==> src/rtl/hrt_pkg.sv <==
package hrt_pkg;

   // Default sizes for the top-level parameters
   localparam int TABLE_DEPTH_DEF = 1024;
   localparam int COORD_BITS_DEF  = 16;

   // Fixed field widths
   localparam int CHAR_BITS = 8;
   localparam int LANE_BITS = 16;
   localparam int SLOT_BITS = 11;

   // Hash and remainder unit
   localparam int                 HASH_BITS    = 64;
   localparam logic [63:0]        HASH_SEED    = 64'd5381;
   localparam int                 HASH_SHIFT   = 5;
   localparam int                 DIV_RADIX    = 4;
   localparam int                 DIV_STEPS    = HASH_BITS / DIV_RADIX;
   localparam int                 DIV_CNT_BITS = $clog2(DIV_STEPS);

   // Slot count register after reset
   localparam logic [SLOT_BITS-1:0] SLOT_COUNT_RESET = 11'd1024;

   // Operation codes
   localparam logic OP_INSERT = 1'b0;
   localparam logic OP_LOOKUP = 1'b1;

   typedef enum logic [2:0] {
      ST_CLEAR,
      ST_IDLE,
      ST_DIV,
      ST_READ,
      ST_COMMIT
   } state_type;

   // Controller to datapath
   typedef struct packed {
      logic clear_step;
      logic accept;
      logic start;
      logic div_step;
      logic read;
      logic commit;
   } cmd_type;

   // Datapath to controller
   typedef struct packed {
      logic clear_done;
      logic div_done;
   } sts_type;

endpackage

==> src/rtl/hrt_ctrl.sv <==
module hrt_ctrl (
   input  logic             clock,
   input  logic             reset,
   input  logic             req_tvalid,
   input  logic             req_tlast,
   output logic             req_tready,
   output logic             rsp_tvalid,
   input  logic             rsp_tready,
   input  hrt_pkg::sts_type sts_i,
   output hrt_pkg::cmd_type cmd_o
);

   hrt_pkg::state_type state_ff, state_in;
   logic               rsp_valid_ff, rsp_valid_in;
   logic               out_free;

   assign out_free = !rsp_valid_ff || rsp_tready;

   // State and result-valid registers
   always_ff @(posedge clock) begin
      if (reset) begin
         state_ff     <= hrt_pkg::ST_CLEAR;
         rsp_valid_ff <= 1'b0;
      end else begin
         state_ff     <= state_in;
         rsp_valid_ff <= rsp_valid_in;
      end
   end

   // Next state and commands
   always_comb begin
      state_in     = state_ff;
      cmd_o        = '0;
      req_tready   = 1'b0;
      rsp_valid_in = rsp_valid_ff && !rsp_tready;
      unique case (state_ff)
         hrt_pkg::ST_CLEAR: begin
            cmd_o.clear_step = 1'b1;
            if (sts_i.clear_done) begin
               state_in = hrt_pkg::ST_IDLE;
            end
         end
         hrt_pkg::ST_IDLE: begin
            req_tready   = 1'b1;
            cmd_o.accept = req_tvalid;
            cmd_o.start  = req_tvalid && req_tlast;
            if (req_tvalid && req_tlast) begin
               state_in = hrt_pkg::ST_DIV;
            end
         end
         hrt_pkg::ST_DIV: begin
            cmd_o.div_step = 1'b1;
            if (sts_i.div_done) begin
               state_in = hrt_pkg::ST_READ;
            end
         end
         hrt_pkg::ST_READ: begin
            cmd_o.read = 1'b1;
            state_in   = hrt_pkg::ST_COMMIT;
         end
         hrt_pkg::ST_COMMIT: begin
            // Hold until the result register is free
            if (out_free) begin
               cmd_o.commit = 1'b1;
               rsp_valid_in = 1'b1;
               state_in     = hrt_pkg::ST_IDLE;
            end
         end
         default: begin
            state_in = hrt_pkg::ST_CLEAR;
         end
      endcase
   end

   assign rsp_tvalid = rsp_valid_ff;

   // A commit never overwrites an untaken result
   assert property (@(posedge clock) disable iff (reset)
      cmd_o.commit |-> (!rsp_valid_ff || rsp_tready))
      else $error("commit over a pending result");

   // No item is taken while the store is being cleared
   assert property (@(posedge clock) disable iff (reset)
      (state_ff == hrt_pkg::ST_CLEAR) |-> !cmd_o.accept)
      else $error("item accepted during clearing pass");

endmodule

==> config.mk <==
export PLATFORM = sky130hd
export DESIGN_NAME = hrt_ctrl
export DESIGN_NICKNAME = d
export VERILOG_FILES = /design/src/rtl/hrt_pkg.sv /design/src/rtl/hrt_ctrl.sv
export SDC_FILE = /design/constraint.sdc
export NUM_CORES = 1
export LEC_CHECK = 0
export CAP_MARGIN = 20
export CORE_AREA = 4 4 41 43
export DETAILED_ROUTE_END_ITERATION = 16
export DIE_AREA = 0 0 45 47
export DONT_BUFFER_PORTS = 1
export REMOVE_ABC_BUFFERS = 1
export SYNTH_ARGS = -nofsm -noshare
export SYNTH_HDL_FRONTEND = slang
export SYNTH_SLANG_ARGS = --single-unit
export TNS_END_PERCENT = 10
==> constraint.sdc <==
create_clock -name clock -period 3.3 [get_ports clock]
set_clock_uncertainty 0.2 [all_clocks]
set_input_delay 0.33 -clock clock [delete_from_list [all_inputs] [get_ports clock]]
set_output_delay 0.33 -clock clock [all_outputs]
set_load 0.02 [all_outputs]
# Word level (Yosys, flattened, before mapping)
# Cells that the tools add are included.
word_totals:
  regBits: 4
  in_bits: 7
  output_inout_bits: 8
  elab_cells: 31
op_classes:
  n_eq_ne: 8
  muxes: 14
  reduce_logical: 7
ops:
  columns: ["op", "count"]
  rows:
  - ["$pmux 3 s5", 1]
  - ["$mux 3", 4]
  - ["$mux 1", 8]
  - ["$ne 2x2->1 const B", 4]
  - ["$eq 3x2->1 const B", 2]
  - ["$reduce_and 4->1", 1]
  - ["$eq 3x1->1 const B", 1]
  - ["$eq 3x3->1 const B", 1]
  - ["$logic_not 3->1", 1]
  - ["$logic_and 1x1->1", 2]
  - ["$logic_not 1->1", 2]
  - ["$mux 2", 1]
  - ["$logic_or 1x1->1", 1]

# Longest topological paths before layout
# Gate-level depths: netlist of run 1.
logic_depth:
  ltp_word: 4
  ltp_mapped: 4
  depth_no_buf: 3

# Least setup slack after synthesis of run 1
# No wires, ideal clock.
synth_path:
  path_kind: "register -> output"
  from: "register state_ff[0]"
  to: "output port cmd_o[3] in the netlist's numbering"
  arrival_ps: 1066
  required_time_ps: 2770
  setup_slack_ps: 1704
  stages_incl_launch_ff: 3
  path_buffers: 0
  path_cell_list: "dfxtp_1 nor3b_4 and3_1"
synth_rtl:
  columns: ["element", "line_no", "text"]
  rows:
  - ["from (decl)", "hrt_ctrl.sv:13", "hrt_pkg::state_type state_ff, state_in;"]
  - ["from (signal assigned)", "hrt_ctrl.sv:22", "state_ff <= hrt_pkg::ST_CLEAR;"]
  - ["from (signal assigned)", "hrt_ctrl.sv:25", "state_ff <= state_in;"]
  - ["to (decl)", "hrt_ctrl.sv:10", "output hrt_pkg::cmd_type cmd_o"]

==> results.md, run 1 <==
- Status: finished clean
- Total GRT Usage: between 6 and 7%
- Clock buffer depth: 2
- Via count: between 200 and 250
- Max cap viols: 0
- Setup TNS Final: 0 ns
- Yosys top cell area share: about a third
- DR iter-0 viols: 7
- Post-synth top cells: dfxtp_1, a21oi_1, nor2_1
- CTS tree: yes
- GRT Max-Usage Layer: met1
- Critical register-to-register path startpoint: rsp_tvalid
- Met1 Use GR: under 10%
- Worst R2R Path Depth: 3
- H-Tree Depth: 1
- Cells after synthesis: 28
- Sequential cell area: 80.1 sq um
- Clock Latency Late Sink: 0.24 ns
- Worst-path maximum fanout: 8
- Switching Share: approximately 29%
- Avg WL per Cell: 13.4 microns
- Reg clk slew, reported paths: approximately 0.04 ns
- Flops & latches, synth: 4
- First-pass GRT wire length: between 800 and 900 microns
- Hold path endpoint: state_ff[1]
- Final period util: between 50 and 60%
- Tmin final: roughly 2.0 ns
- Unique masters post-synth: 17
- Residual DRC: 0
- Final hold violations: 0
- Final ANT Viol Nets: 0
- Vias in the first global route: between 200 and 250
- Pwr dens: ~510 mW/mm^2
- Initial core utilization: between 15 and 20%
- Grt met3 use: under 10%
- Peak Freq: approximately 510 MHz
- Placed inst area: ~250 sq um
- Critical path arrival: about 1.4 ns
- Seq pwr share: 39.3%
- Leading area contributor after synthesis: dfxtp_1
- Hold crit path type: in2reg
- RSZ-0062 raised after global routing: no
- Sequential fraction of the synthesis area: 31.4%
- Die area: about 0.0021 sq mm
- Top cells by area, synth: dfxtp_1, buf_6, nor3b_4
- Setup ws final: roughly 1.3 ns
- Clock share of power: 42.4%
- NetSw: around 0.00004 W
- Final estimated routing congestion in global placement: slightly below 0.7
- Final nets: 39
- Area Overhead vs Synth: 11.3%
- Pwr Total: about 0.00014 W
- Post-Syn Area: roughly 260 sq um
- Delay of the slowest critical-path stage: between 0.4 and 0.5 ns
- Hold path start: req_tlast
- N_diodes: 0
- Worst EP required: between 2 and 3 ns
- Count leader, synth: dfxtp_1
- Slowest cell on the critical path: dfxtp_1
- RR Endpoint: state_ff[0]
- Most used DFF post-synth: dfxtp_1
- Initial antenna violation count: 0
- Final Slew Violations: 0
- Critical path endpoint category: primary output
- Number of synthesized flops with an enable pin: 0
- Pin count of the biggest net entering global routing: 12
- CP startpoint kind: flip-flop
- Critical path type: reg2out
- Die Span Y: 47 microns
- Fillers: 159
- I/O pin count: 15
- YS warnings: 0
- Final setup vio count: 0
- Avg Synthesized Cell Area: around 9.1 sq um
- CP Cell Sequence: nor3b_4 > and3_1
- Hold Path Stages: 2
- Int Pwr: 0.000103 W
- Vias per std cell: approximately 5.0
- Post-cts sizing count: 0
- Slew @ Worst Pin: roughly 0.66 ns
- CTS Buf Count: 3
- Reg2Reg Setup Slack: roughly 1.9 ns
- Fraction of registers with async set/reset: 0%
- Die Width: 45 microns
- Peak supply drop: between 0.1 and 0.15 mV
- Combinational power share: about 18%
- Area occupied by multi-input gates: roughly 150 sq um
- Met2 Use GR: between 7 and 8%
- Layout cells sized above 1: 20.0%
- Post-CTS Repair Setup Buffers: 0
- Final core utilization: 21.8%
- Place WS: 1.56 ns
- Post-Route WL: 602 microns
- Slew headroom: between 50% and 60%
- FP Rows: 13
- CTS sink count: 4
- Buffers on Ports: 0
- Core ar.: around 0.0013 sq mm
- Design area: between 200 and 300 sq um
- Leak: ~0.11 nW
- Root Buffer: clkbuf_4
- DRT Pass-1 Iters: 3
- Grt ovf: 0
- CTS Hold Bufs: 1
==> power by group through the flow <==
stage | registers, W | clock network, W | logic (W)
2_1_floorplan | 0.0000558 | 0 | 0.0000229
3_3_place_gp | 0.0000566 | 0 | 0.0000256
3_5_place_dp | 0.0000573 | 0 | 0.0000252
4_1_cts | 0.0000564 | 0.0000633 | 0.0000266
5_1_grt | 0.0000571 | 0.0000690 | 0.0000281
6_report | 0.0000563 | 0.0000608 | 0.0000264
==> cells in the final DEF (no fill, tap or decap) <==
master / instances
and3b_1: 1
and2_2: 1
nor3_1: 2
and3_1: 1
and3b_2: 1
nor3b_1: 1
clkbuf_4: 3
a211oi_1: 2
dlygate4sd3_1: 1
nand4b_1: 1
dfxtp_1: 4
a21oi_1: 3
nor3b_4: 1
nor2b_1: 1
nor2_1: 3
a31oi_1: 1
nand2b_1: 2
a22o_1: 1
==> stage by stage <==
step	hold WS (ns)	cells
final	0.0787	45
after global routing	0.0643	45
after CTS	0.0730	45
after detailed placement	0.206	41
after global placement	0.205	41
after floorplan	0.202	26
==> routing by layer <==
layer | part of all wire [%] | vias up
li1 | - | 107
met3 | 13 | 0
met5 | 0 | -
met2 | 40 | 15
met4 | 0 | 0
met1 | 46 | 103
==> worst max path at each step <==
stage | from | endpoint | slack [ns]
3_5_place_dp | state_ff[0] | cmd_o[3] | 1.56
2_1_floorplan | state_ff[0] | cmd_o[3] | 1.70
5_1_grt | state_ff[0] | cmd_o[3] | 1.23
3_3_place_gp | state_ff[0] | cmd_o[3] | 1.62
4_1_cts | state_ff[0] | cmd_o[3] | 1.31
6_report | state_ff[0] | cmd_o[3] | 1.34
==> worst max-delay path, delay by kind of cell, from the launching register on <==
| family | cells | cell delay, ns |
|---|---|---|
| flip-flops | 1 | 0.44 |
| AND/OR/NAND/NOR | 2 | 0.75 |
==> registers in the layout, summed over array words and instances, names as in the netlist <==
name	count
rsp_tvalid	1
state_ff	3
==> kinds of logic (layout without fill, tap and decap cells) <==
group | Yosys count | in the layout | share of synthesized area (%)
and+or+nand+nor | 15 | 15 | 42.2
DFF | 4 | 4 | 31.4
buffers and inverters | 2 | 4 | 8.82
AOI/OAI and AO/OA | 7 | 7 | 17.6
==> area by class of cell <==
type / count / share of cell area (%)
multi-input cells: 22 / 53.7
flip-flops and latches: 4 / 28.2
clock buffers: 3 / 7.93
well taps: 15 / 6.61
repair buffers: 1 / 3.52
Power figures use the tool's default switching activity.
==> run 2, diff against run 1 <==
Clock period 3.3 ns to 1.6 ns, I/O delays scaled along.
==> run 2 against run 1 <==
Net effect: the flow now finishes with violations (hold timing); non-clock buffer count rose by 7; final cell count rose by 16%; clock-buffer cell count did not move; sequential power rose by 110%; global-route usage rose by 0.78 points; highest routed layer unchanged.
==> results.md, run 2 (synthesis gave the netlist of run 1 again) <==
- DRT Pass-1 Iters: 2 (was 3)
- Final Slew Violations: 0 (unchanged)
- DR iter-0 viols: 5 (was 7)
- HPWL Detailed: ~470 microns
- Combinational power share: 23.0% (was 18.4%)
- Setup TNS Final: 0 ns (unchanged)
- Largest register by flop count: state_ff (unchanged)
- Setup ws final: 0.0789 ns (was 1.34 ns)
- Via count: 243 (was 225)
- RR Endpoint: rsp_tvalid (was state_ff[0])
- Clock share of power: 40.0% (was 42.4%)
- Worst EP required: 1.24 ns (was 2.77 ns)
- CTS tree: yes (unchanged)
- Fillers: 153 (was 159)
- Status: finished with violations (was finished clean)
- Worst-path maximum fanout: 11 (was 8)
- Die area: 0.00212 sq mm (unchanged)
- Clock buffer depth: 2 (unchanged)
- H-Tree Depth: 1 (unchanged)
- Total GRT Usage: 7.19% (was 6.40%)
- Critical register-to-register path startpoint: rsp_tvalid (unchanged)
- Vias per std cell: 4.67 (was 5.00)
- Slew @ Worst Pin: 0.399 ns (was 0.657 ns)
- Root Buffer: clkbuf_4 (unchanged)
- Max cap viols: 0 (unchanged)
- Hold path start: req_tlast (unchanged)
- Critical path type: reg2out (unchanged)
- Die Width: 45 microns (unchanged)
- Final nets: 46 (was 39)
- Final period util: a little over nine tenths
- Pin count of the biggest net entering global routing: 12 (unchanged)
- First-pass GRT wire length: 1050 microns (was 883 microns)
- Critical path endpoint category: primary output (unchanged)
- Leak: 0.142 nW (was 0.106 nW)
- CTS Buf Count: 3 (unchanged)
- Final estimated routing congestion in global placement: 0.678 (was 0.680)
- I/O pin count: 15 (unchanged)
- Switching Share: 28.4% (was 28.6%)
- Clock Latency Late Sink: 0.23 ns (was 0.24 ns)
- Reg2Reg Setup Slack: 0.10 ns (was 1.92 ns)
- Die Span Y: 47 microns (unchanged)
- Tmin final: approximately 1.5 ns
- Final hold violations: 1 (was 0)
- Int Pwr: 0.000227 W (was 0.000103 W)
- NetSw: 0.0000898 W (was 0.0000410 W)
- N_diodes: 0 (unchanged)
- Vias in the first global route: 227 (was 205)
- Reg clk slew, reported paths: 0.04 ns (about the same)
- Place WS: 0.227 ns (was 1.56 ns)
- Initial antenna violation count: 0 (unchanged)
- Pwr dens: 906 mW/mm^2 (was 505 mW/mm^2)
- Seq pwr share: 37.0% (was 39.3%)
- Hold path endpoint: state_ff[0] (was state_ff[1])
- Layout cells sized above 1: 35.1% (was 20.0%)
- Final ANT Viol Nets: 0 (unchanged)
- Residual DRC: 0 (unchanged)
- Post-Route WL: 723 microns (was 602 microns)
- Most frequent cells in the layout: dlygate4sd3_1, buf_4 (was dfxtp_1, nor2_1, a21oi_1, clkbuf_4)
- RSZ-0062 raised after global routing: no (unchanged)
- Grt ovf: 0 (unchanged)
- Initial core utilization: 19.6% (unchanged)
- WHS: -0.00423 ns (was 0.0787 ns)
- Buffers on Ports: 0 (unchanged)
- Final setup vio count: 0 (unchanged)
- Worst R2R Path Depth: 4 (was 3)
- Area Overhead vs Synth: 36.8% (was 11.3%)
- CTS sink count: 4 (unchanged)
- Hold crit path type: in2reg (unchanged)
- Peak supply drop: 0.341 mV (was 0.143 mV)
- Avg WL per Cell: 13.9 microns (was 13.4 microns)
- CP startpoint kind: flip-flop (unchanged)
- Hold Path Stages: 2 (unchanged)
- FP Rows: 13 (unchanged)
- Violated checks: hold timing
- Slew headroom: 73.4% (was 56.1%)
- Peak Freq: ~660 MHz
- Critical path arrival: 1.16 ns (was 1.43 ns)
- Post-CTS Repair Setup Buffers: 0 (unchanged)
- Core ar.: 0.00130 sq mm (unchanged)
- Largest register FFs: 3 (unchanged)
[run 2: how the worst max path moves through the flow]
stage	from	end	slack (ns)
2_1_floorplan	state_ff[0]	cmd_o[3]	0.17
3_3_place_gp	state_ff[2]	state_ff[2]	0.26
3_5_place_dp	state_ff[2]	state_ff[2]	0.23
4_1_cts	state_ff[0]	cmd_o[3]	0.005
5_1_grt	state_ff[1]	cmd_o[2]	0.002
6_report	state_ff[2]	cmd_o[3]	0.08
[run 2: layout make-up]
| class | count | area [sq um] | share of cell area [%] |
|---|---|---|---|
| sequential | 4 | 81.3 | 23.3 |
| timing repair buffer | 8 | 70.1 | 20.1 |
| multi-input combinational | 22 | 156 | 44.8 |
| tap | 15 | 18.8 | 5.38 |
| clock buffer | 3 | 22.5 | 6.45 |
[run 2: repair_timing]
action                                  in CTS  in global routing
endpoints found under the setup margin       0                  2
hold buffers                                 4                  0
gates resized for setup                      0                  3
endpoints found under the hold margin        4                  0
[run 2: stage by stage]
stage                     power, W  area [sq um]  util, %  instances
after floorplan           0.000162           233        -         26
after global routing      0.000331           349     26.8         52
final                     0.000316           349     26.8         52
after CTS                 0.000316           344     26.4         52
after global placement    0.000181           282     21.6         45
after detailed placement  0.000183           282     21.6         45
[run 2: layer usage]
layer  part of all wire [%]  GRT usage (%)  wire length [microns]  vias to the layer above
met4                      0           5.26                      0                        0
met5                      0              0                      0                        -
li1                       -              -                      -                      121
met1                     50           9.55                    363                      109
met3                    9.8           3.45                     71                        0
met2                     40           8.76                    288                       13
[run 2: power by group through the flow]
stage | Clock (W) | Combinational, W | Sequential, W
5_1_grt | 0.000134 | 0.0000790 | 0.000118
4_1_cts | 0.000126 | 0.0000732 | 0.000116
3_5_place_dp | 0 | 0.0000650 | 0.000118
3_3_place_gp | 0 | 0.0000642 | 0.000117
2_1_floorplan | 0 | 0.0000471 | 0.000115
6_report | 0.000126 | 0.0000727 | 0.000117
[run 2: worst max-delay path: stages, from the launching register on]
cell and delay (ns):
dfxtp_1 0.42, nor3b_4 0.24, and3_2 0.27
==> run 3, diff against run 2 <==
Settings changed: CTS_CLUSTER_DIAMETER from default to 30, SETUP_SLACK_MARGIN from default to 0.15.
==> run 3 against run 2 <==
Net effect: the run still ends with hold timing left; core utilization grew 0.38 points; maximum frequency increased by 5.9%; critical path depth unchanged; sequential power hardly changed; wire length decreased by 5.9%; die area did not move; register-to-register slack improved by 0.23 ns; non-clock buffer count down 1; combinational power grew 3%; clock power is essentially flat; worst hold slack got worse by 0.030 ns.
==> results.md, run 3 (synthesis gave the netlist of run 1 again) <==
- N_diodes: 0 (unchanged)
- Total GRT Usage: 6.40% (was 7.19%)
- H-Tree Depth: 1 (unchanged)
- Core ar.: 0.00130 sq mm (unchanged)
- Initial core utilization: 19.6% (unchanged)
- Residual DRC: 0 (unchanged)
- Peak Freq: 696 MHz (was 657 MHz)
- Worst EP required: 1.24 ns (about the same)
- Final estimated routing congestion in global placement: 0.678 (unchanged)
- First-pass GRT wire length: 972 microns (was 1050 microns)
- Max cap viols: 0 (unchanged)
- CP startpoint kind: flip-flop (unchanged)
- Peak supply drop: 0.350 mV (was 0.341 mV)
- Final Slew Violations: 0 (unchanged)
- CP Cell Sequence: nor3b_4 > and3_4 (was nor3b_4 > and3_2)
- Slew headroom: 84.6% (was 73.4%)
- Clock Latency Late Sink: 0.23 ns (about the same)
- Die Width: 45 microns (unchanged)
- Reg2Reg Setup Slack: 0.33 ns (was 0.10 ns)
- Slew @ Worst Pin: 0.231 ns (was 0.399 ns)
- DRT Pass-1 Iters: 5 (was 2)
- RSZ-0062 raised after global routing: yes (was no)
- Setup TNS Final: 0 ns (unchanged)
- Delay of the slowest critical-path stage: 0.37 ns (was 0.42 ns)
- Final nets: 45 (was 46)
- Worst-path maximum fanout: 9 (was 11)
- Commonest non-fill, non-tap cell in the layout: buf_4
- Pin count of the biggest net entering global routing: 12 (unchanged)
- Status: finished with violations (unchanged)
- I/O pin count: 15 (unchanged)
- CTS tree: yes (unchanged)
- Critical path endpoint category: primary output (unchanged)
- DR iter-0 viols: 5 (unchanged)
- Slowest cell on the critical path: dfxtp_2 (was dfxtp_1)
- Vias per std cell: 4.88 (was 4.67)
- Largest register FFs: 3 (unchanged)
- Avg WL per Cell: 13.3 microns (was 13.9 microns)
- Final hold violations: 1 (unchanged)
- Critical path arrival: 1.08 ns (was 1.16 ns)
- Clock buffer depth: 2 (unchanged)
- Grt ovf: 0 (unchanged)
- Die Span Y: 47 microns (unchanged)
- Hold crit path type: in2reg (unchanged)
- Via count: 249 (was 243)
- Post-Route WL: 680 microns (was 723 microns)
- Critical path type: reg2out (unchanged)
- Leak: 0.138 nW (was 0.142 nW)
- Tmin final: 1.44 ns (was 1.52 ns)
- Final ANT Viol Nets: 0 (unchanged)
- CTS Buf Count: 3 (unchanged)
- Die area: 0.00212 sq mm (unchanged)
- Final period util: 89.7% (was 95.1%)
- Violated checks: hold timing (unchanged)
- Buffers on Ports: 0 (unchanged)
- Largest register by flop count: state_ff (unchanged)
- Layout cells sized above 1: 47.2% (was 35.1%)
- Vias in the first global route: 216 (was 227)
- FP Rows: 13 (unchanged)
- WHS: -0.0343 ns (was -0.00423 ns)
- HPWL Detailed: 475 microns (unchanged)
- Area Overhead vs Synth: 38.7% (was 36.8%)
- Most frequent cells in the layout: buf_4, nor2_1, a21oi_1, clkbuf_4, dlygate4sd3_1 (was dlygate4sd3_1, buf_4)
- Pwr dens: 893 mW/mm^2 (was 906 mW/mm^2)
- CTS sink count: 4 (unchanged)
- Root Buffer: clkbuf_4 (unchanged)
- Initial antenna violation count: 0 (unchanged)
- Reg clk slew, reported paths: 0.04 ns (about the same)
- Final setup vio count: 0 (unchanged)
run 3: worst max-delay path, delay by kind of cell (launching register included):
family           cells  cell delay, ns
flip-flops           1            0.37
AND/OR/NAND/NOR      2            0.48
run 3: routing by layer:
layer	wire, microns	global-route usage [%]
met2	287	8.47
met1	324	8.86
met5	0	0
met3	68	3.45
met4	0	1.75
run 3: worst paths after layout:
check,start,endpoint,depth (start not counted)
min reg2reg,state_ff[1],state_ff[1],2
max,state_ff[1],cmd_o[3],2
max reg2reg,state_ff[2],state_ff[2],3
min,rsp_tready,rsp_tvalid,3
run 3: metrics by stage:
stage	cell area, sq um	cells	setup slack (ns)	power, W	util (%)
2_1_floorplan	233	26	0.174	0.000162	-
3_5_place_dp	282	45	0.227	0.000183	21.6
3_3_place_gp	282	45	0.256	0.000181	21.6
6_report	354	51	0.164	0.000316	27.2
5_1_grt	354	51	0.128	0.000332	27.2
4_1_cts	343	51	0.129	0.000319	26.3
run 3: layout make-up:
| cell class | count | area, sq um |
|---|---|---|
| fill | 148 | 947 |
| multi-input combinational | 22 | 166 |
| sequential | 4 | 86.3 |
| timing repair buffer | 7 | 60.1 |
| clock buffer | 3 | 22.5 |
| tap | 15 | 18.8 |
run 3: report_power, final:
part           total [W]  leakage, nW  switching (W)  internal [W]
logic          0.0000746       0.0898      0.0000370     0.0000375
registers       0.000119       0.0341      0.0000117      0.000107
clock network   0.000123       0.0138      0.0000394     0.0000838
run 3: timing repair:
action / CTS / global route
endpoints found under the setup margin: 5 / 4
hold buffers: 3 / 0
pin swaps: 0 / 1
setup buffers: 0 / 0
endpoints found under the hold margin: 4 / 0
gates resized for setup: 5 / 4
